### src/rtl/sot_pkg.sv
package sot_pkg;

	localparam int TIME_BITS  = 48;
	// 100 times a time value still fits here
	localparam int RATE_W     = TIME_BITS + 7;
	localparam int RATE_LIMIT = 100;
	localparam int CNT_W      = $clog2(TIME_BITS);
	// remainder doubled plus overlap stays below three spans
	localparam int SUM_W      = TIME_BITS + 2;

	typedef logic [TIME_BITS-1:0] time_t;

endpackage

### src/rtl/segment_overlap_trimmer.sv
// Segment overlap trimmer.
// Input channel (in_valid / in_stall) takes one segment per request: first_of_list,
// wall_start_ms, wall_end_ms and stream_ms. Output channel (out_valid / out_stall)
// gives one result per segment: keep_start_ms, dropped and trimmed, in order.
// A segment that is the first of a list, does not overlap, or lies inside the
// covered wall time goes from S_EVAL straight to S_FIN. A partial overlap
// converts wall overlap to stream time with a restoring multiply-divide that
// consumes one bit of stream_ms per cycle, most significant first, in S_MUL.
// An out-of-range rate is found in S_RATE1 when stream_ms is zero or the rate
// is below 0.01, and in S_RATE2 when the rate is above 100.
// One segment is in work at a time; in_stall is high from acceptance until its
// result is written to the output register, so the next request is taken in the
// cycle after at the earliest.
// The output register may still hold the previous result while the next segment
// is accepted and worked on.
// While out_stall is high and the output register holds a valid result, the
// finished result waits in the last step and the output register holds its value.
// Reset clears the covered wall end, the list history and the output valid.
module segment_overlap_trimmer (
	input  logic                    clk,
	input  logic                    arst_n,
	input  logic                    in_valid,
	output logic                    in_stall,
	input  logic                    first_of_list,
	input  sot_pkg::time_t          wall_start_ms,
	input  sot_pkg::time_t          wall_end_ms,
	input  sot_pkg::time_t          stream_ms,
	output logic                    out_valid,
	input  logic                    out_stall,
	output sot_pkg::time_t          keep_start_ms,
	output logic                    dropped,
	output logic                    trimmed
);
	import sot_pkg::*;

	typedef enum logic [2:0] {
		S_IDLE,
		S_EVAL,
		S_RATE1,
		S_RATE2,
		S_MUL,
		S_ROUND,
		S_FIN
	} state_t;

	state_t             state_q;
	logic               have_prev_q;
	time_t              fwe_q;

	logic               first_q;
	time_t              ws_q;
	time_t              we_q;
	time_t              sm_q;

	time_t              ov_q;
	time_t              span_q;
	logic               trim_q;
	logic               contain_q;
	time_t              keep_q;

	time_t              rem_q;
	time_t              quo_q;
	time_t              sm_sh_q;
	logic [CNT_W-1:0]   cnt_q;

	logic               out_valid_q;
	time_t              keep_out_q;
	logic               dropped_q;
	logic               trimmed_q;

	logic [SUM_W-1:0]   sum;
	logic [SUM_W-1:0]   span1;
	logic [SUM_W-1:0]   span2;
	logic [SUM_W-1:0]   rem_next;
	logic [1:0]         qdig;
	logic [RATE_W-1:0]  span_x100;
	logic [RATE_W-1:0]  sm_x100;
	logic               out_free;
	logic               is_first;

	// one quotient digit per stream bit: remainder stays below span
	always_comb begin
		sum   = {rem_q, 1'b0} + (sm_sh_q[TIME_BITS-1] ? SUM_W'(ov_q) : '0);
		span1 = SUM_W'(span_q);
		span2 = SUM_W'({span_q, 1'b0});
		if (sum >= span2) begin
			rem_next = sum - span2;
			qdig     = 2'd2;
		end else if (sum >= span1) begin
			rem_next = sum - span1;
			qdig     = 2'd1;
		end else begin
			rem_next = sum;
			qdig     = 2'd0;
		end
	end

	assign span_x100 = RATE_W'(span_q) * RATE_W'(RATE_LIMIT);
	assign sm_x100   = RATE_W'(sm_q) * RATE_W'(RATE_LIMIT);
	assign out_free  = !out_valid_q || !out_stall;
	assign is_first  = first_q || !have_prev_q;

	always_ff @(posedge clk or negedge arst_n) begin
		if (!arst_n) begin
			state_q     <= S_IDLE;
			have_prev_q <= 1'b0;
			fwe_q       <= '0;
			out_valid_q <= 1'b0;
		end else begin
			if (state_q == S_FIN && out_free)
				out_valid_q <= 1'b1;
			else if (out_valid_q && !out_stall)
				out_valid_q <= 1'b0;
			unique case (state_q)
				S_IDLE: begin
					if (in_valid) begin
						first_q <= first_of_list;
						ws_q    <= wall_start_ms;
						we_q    <= wall_end_ms;
						sm_q    <= stream_ms;
						state_q <= S_EVAL;
					end
				end
				S_EVAL: begin
					keep_q <= '0;
					ov_q   <= fwe_q - ws_q;
					span_q <= we_q - ws_q;
					if (is_first) begin
						have_prev_q <= 1'b1;
						fwe_q       <= we_q;
						trim_q      <= 1'b0;
						contain_q   <= 1'b0;
						state_q     <= S_FIN;
					end else begin
						trim_q    <= ws_q < fwe_q;
						contain_q <= (ws_q < fwe_q) && (we_q <= fwe_q);
						if (we_q > fwe_q)
							fwe_q <= we_q;
						// partial overlap needs the rate conversion
						if (ws_q < fwe_q && we_q > fwe_q)
							state_q <= S_RATE1;
						else
							state_q <= S_FIN;
					end
				end
				S_RATE1: begin
					if (sm_q == '0 || span_x100 < RATE_W'(sm_q)) begin
						keep_q  <= ov_q;
						state_q <= S_FIN;
					end else begin
						state_q <= S_RATE2;
					end
				end
				S_RATE2: begin
					if (RATE_W'(span_q) > sm_x100) begin
						keep_q  <= ov_q;
						state_q <= S_FIN;
					end else begin
						rem_q   <= '0;
						quo_q   <= '0;
						sm_sh_q <= sm_q;
						cnt_q   <= CNT_W'(TIME_BITS - 1);
						state_q <= S_MUL;
					end
				end
				S_MUL: begin
					rem_q   <= rem_next[TIME_BITS-1:0];
					quo_q   <= {quo_q[TIME_BITS-2:0], 1'b0} + TIME_BITS'(qdig);
					sm_sh_q <= {sm_sh_q[TIME_BITS-2:0], 1'b0};
					cnt_q   <= cnt_q - 1'b1;
					if (cnt_q == '0)
						state_q <= S_ROUND;
				end
				S_ROUND: begin
					// halves round up
					keep_q  <= quo_q +
						TIME_BITS'(SUM_W'({rem_q, 1'b0}) >= span1);
					state_q <= S_FIN;
				end
				S_FIN: begin
					if (out_free) begin
						keep_out_q  <= keep_q;
						trimmed_q   <= trim_q;
						dropped_q   <= contain_q || (trim_q && keep_q >= sm_q);
						state_q     <= S_IDLE;
					end
				end
				default: state_q <= S_IDLE;
			endcase
		end
	end

	assign in_stall      = state_q != S_IDLE;
	assign out_valid     = out_valid_q;
	assign keep_start_ms = keep_out_q;
	assign dropped       = dropped_q;
	assign trimmed       = trimmed_q;

	a_accept_eval: assert property (@(posedge clk) disable iff (!arst_n)
		in_valid && !in_stall |=> state_q == S_EVAL)
		else $error("accepted request did not start evaluation");

	a_rem_bound: assert property (@(posedge clk) disable iff (!arst_n)
		state_q == S_MUL |-> rem_q < span_q)
		else $error("divider remainder not below span");

	a_untrimmed_zero: assert property (@(posedge clk) disable iff (!arst_n)
		out_valid && !trimmed |-> keep_start_ms == '0 && !dropped)
		else $error("untrimmed result carries a cut or a drop");

	a_history: assert property (@(posedge clk) disable iff (!arst_n)
		out_valid |-> have_prev_q)
		else $error("result given without list history");

endmodule

### config.mk
export PLATFORM = sky130hd
export DESIGN_NAME = segment_overlap_trimmer
export DESIGN_NICKNAME = d
export VERILOG_FILES = /design/src/rtl/sot_pkg.sv /design/src/rtl/segment_overlap_trimmer.sv
export SDC_FILE = /design/constraint.sdc
export NUM_CORES = 2
export LEC_CHECK = 0
export BUFFER_PORTS_ARGS = -buffer_cell sky130_fd_sc_hd__buf_2
export CAP_MARGIN = 20
export CORE_MARGIN = 2
export CORE_UTILIZATION = 60
export DETAILED_ROUTE_END_ITERATION = 7
export GPL_TIMING_DRIVEN = 0
export PLACE_DENSITY = 0.74
export REMOVE_ABC_BUFFERS = 1
export SETUP_SLACK_MARGIN = 0.3
export SYNTH_ARGS = -nofsm -noshare
export SYNTH_HDL_FRONTEND = slang
export SYNTH_SLANG_ARGS = --single-unit
### constraint.sdc
create_clock -name clk -period 17.52 [get_ports clk]
set_input_delay 5.256 -clock clk [delete_from_list [all_inputs] [get_ports clk]]
set_output_delay 5.256 -clock clk [all_outputs]
set_load 0.005 [all_outputs]
==> run_results.csv <==
group,metric,value,unit
grt,grt_pass1_vias,40098,
hold_path,hold-path-cell-count,0,
sta,period_share,57.83,%
power_and_ir_drop,p_leak,25.11,nW
clock_tree,cts_buffers,60,
clock_tree,cts_tree,"yes",
floorplanning,initial_core_util,60.66,%
layout,nets,6665,
grt,track_usage,33.82,%
grt,overflow,0,
synth,synth-main-ff-cell,"edfxtp_1",
clock_tree,clk_latency,0.68,ns
sta,drv_slew,0,
layout,n_fill_cell,6876,
drt,via_count,41577,
clock_tree,postCtsSetupBuffers,0,
floorplanning,fp-row-count,106,
sta,max_freq,98.69,MHz
worst_setup_path,cp_top_family,"compound AO/OA/AOI/OAI gates",
clock_tree,htree_num_levels,2,
layout,postLayoutCellArea,55160,um2
floorplanning,die_h,294.9,um
layout,area_delta_synth_final,8.674,%
worst_setup_path,cpPeakStageDelay,0.74,ns
worst_setup_path,required,17.94,ns
synth,synth_top_family_by_area,"adder cells",
placed_design,placed_area,53290,um2
sta,slew_headroom,23.28,%
sta,rsz0062_at_grt,"false",
grt,grt_pass1_wl,224400,um
synth,synth_cell_types,95,
drt,detail_route.iter0.violations,3377,
synth,synth_xor_area_share,6.505,%
clock_tree,cts.path.max_buffers,3,
worst_setup_path,crit_slowest_cell,"inv_2",
sta,clock_skew,0.02672,ns
clock_tree,cts_resized,0,
drt,vias_per_cell,6.106,
placed_design,io_buffers,200,
floorplanning,die_w,294.9,um
synth,synth_adder_area_share,23.31,%
drt,route.detailed.drc,0,
clock_tree,clk_pin_slew,0.07,ns
floorplanning,core,83690,um2
worst_setup_path,start_kind,"flop",
worst_setup_path,cp_data_arrival_time,10.55,ns
power_and_ir_drop,power.density,205.2,nW/um2
layout,final_core_util,65.92,%
synth,synth_seq_cells,544,
placed_design,globalplace.congestion,0.9673,
hold_path,hp-class,"reg2reg",
worst_setup_path,cp_max_fo,51,
floorplanning,die_area,86950,um2
synth,synthMuxAreaShare,1.260,%
drt,drt-total-wl,148100,um
sta,worstMarginPinSlew,1.142,ns
grt,grt_max_degree,67,
worst_setup_path,regToRegSetupSlack,7.39,ns
clock_tree,root_buffer,"clkbuf_16",
synth,ys_seq_area_share,31.66,%
sta,final-setup-viol-count,0,
worst_setup_path,path_class,"reg2reg",
synth,syn_inst,5469,
sta,hold_viol_final,0,
sta,setup_tns,0,ns
worst_setup_path,cp_num_buf_inv,4,
synth,syn_area_per_cell,9.282,um2
worst_setup_path,rr_worst_depth,37,
drt,drtAntennaViolNets,0,
drt,firstDrtPassIters,6,
worst_setup_path,worst-path-stages,37,
drt,wire_per_inst,21.75,um
synth,yosys.area_share.simple,12.86,%
synth,synth_area,50760,um2
clock_tree,clock_sinks,544,
grt,grt_antenna_before_repair,2,
synth,yosysWarnings,0,
synth,synth_edf_count,491,
sta,fin_crit,10.13,ns
synth,async_flop_share,9.743,%
worst_setup_path,end_kind,"flop",
layout,drive_gt1_share,7.526,%
floorplanning,ios,201,
job,max-cap-violations,0,
synth,synth_compound_area_share,18.50,%
clock_tree,postCtsHoldBufs,0,
power_and_ir_drop,vdd_drop_max,0.1854,mV
run_status,status,"finished, final reports clean",
placed_design,dp_hpwl,121800,um
[Yosys cell counts (50+ instances only)]
cell	instances	area, um2
ha_1	800	10010
inv_1	641	2406
edfxtp_1	491	14740
a21oi_1	433	2167
nand2_1	389	1460
o21ai_0	334	1672
nor2_1	292	1096
a21o_1	245	1839
xnor2_1	229	2006
xor2_1	148	1296
clkbuf_1	132	495.5
nand4_1	118	738.2
nand3_1	105	525.5
fa_1	91	1822
nor3_1	82	410.4
a211oi_1	77	578.1
and2_1	65	406.6
and3_1	60	375.4
o21a_1	56	420.4
dfrtp_1	53	1326
nor2b_1	53	331.6
o21bai_1	50	375.4
[stage by stage]
stage / std cells / hold WS, ns / power (W) / setup slack (ns)
2_1_floorplan: 5324 / 0.4261 / 0.007902 / 5.468
3_3_place_gp: 6658 / 0.4425 / 0.009799 / 1.841
3_5_place_dp: 6697 / 0.4502 / 0.009926 / 7.643
4_1_cts: 6808 / 0.4652 / 0.01120 / 7.599
5_1_grt: 6808 / 0.4787 / 0.01224 / 6.725
6_report: 6809 / 0.4726 / 0.01132 / 7.388
[state kept, by name, summed over array words and instances, names as in the netlist, 3 cells and up]
name           flops
cnt_q              6
state_q            3
quo_q             48
keep_q            48
fwe_q             48
span_q            48
we_q              48
ws_q              48
ov_q              48
keep_start_ms     48
sm_q              48
sm_sh_q           48
rem_q             48
[final cells by class]
| class | count | area [um2] | area share (%) |
|---|---|---|---|
| Antenna cell | 1 | 2.502 | 0.004536 |
| Clock buffer | 77 | 1585 | 2.874 |
| Multi-Input combinational cell | 4137 | 31780 | 57.61 |
| Tap cell | 1134 | 1419 | 2.572 |
| Inverter | 643 | 2414 | 4.375 |
| Timing Repair Buffer | 239 | 1608 | 2.915 |
| Clock inverter | 34 | 284.0 | 0.5149 |
| Sequential cell | 544 | 16070 | 29.13 |
[final timing paths]
path,startpoint,to
worst max-delay path,sm_sh_q[47]$_DFFE_PP_,quo_q[31]$_SDFFCE_PN0P_
worst min-delay path,keep_q[28]$_DFFE_PP_,keep_start_ms[28]$_DFFE_PP_
worst max register to register,sm_sh_q[47]$_DFFE_PP_,quo_q[31]$_SDFFCE_PN0P_
worst min register to register,keep_q[28]$_DFFE_PP_,keep_start_ms[28]$_DFFE_PP_
max in group asynchronous,arst_n,out_valid$_DFFE_PN0P_
min in group asynchronous,arst_n,fwe_q[1]$_DFFE_PN0P_
[cells by family (layout without fill, tap and decap cells)]
group,after synthesis,after routing
fa+ha+maj,891,891
flops,544,544
buf+inv,788,993
xor+xnor,377,377
simple gates,1331,1331
other cells,0,1
compound gates,1480,1480
mux,58,58
[cell usage in the layout, fill, tap and decap left out, types with 53 or more instances in the layout]
master,count
and3_1,60
a211oi_1,76
a21oi_1,433
buf_2,202
dfrtp_1,53
and2_1,64
fa_1,91
xor2_1,148
o21a_1,56
a21o_1,245
nor2_1,290
nand3_1,105
clkbuf_16,60
o21ai_0,334
ha_1,800
nor3_1,80
edfxtp_1,491
nand4_1,118
nand2_1,387
inv_1,641
xnor2_1,229
[worst reg2reg max path, delay by kind of cell (launching register included)]
kind                     cells  cell delay (ns)
XOR/XNOR                     1             0.14
AND/OR/NAND/NOR             11             2.26
buffers and inverters        4             1.50
flip-flops                   1             0.64
adder cells (fa/ha/maj)      5             1.54
AO/OA/AOI/OAI               16             3.77
[layer usage]
metal  GRT usage (%)  part of all wire [%]
met2           53.97                    44
met1           46.20                    43
met3           3.770                   7.5
met4           15.48                   4.9
met5               0                     0
[report_power, final]
| group | switching, W | internal (W) | total [W] |
|---|---|---|---|
| registers | 0.000291 | 0.00193 | 0.00223 |
| clock network | 0.000552 | 0.000671 | 0.00122 |
| logic | 0.00474 | 0.00313 | 0.00787 |
No activity file was read; power rests on OpenSTA's default activity.
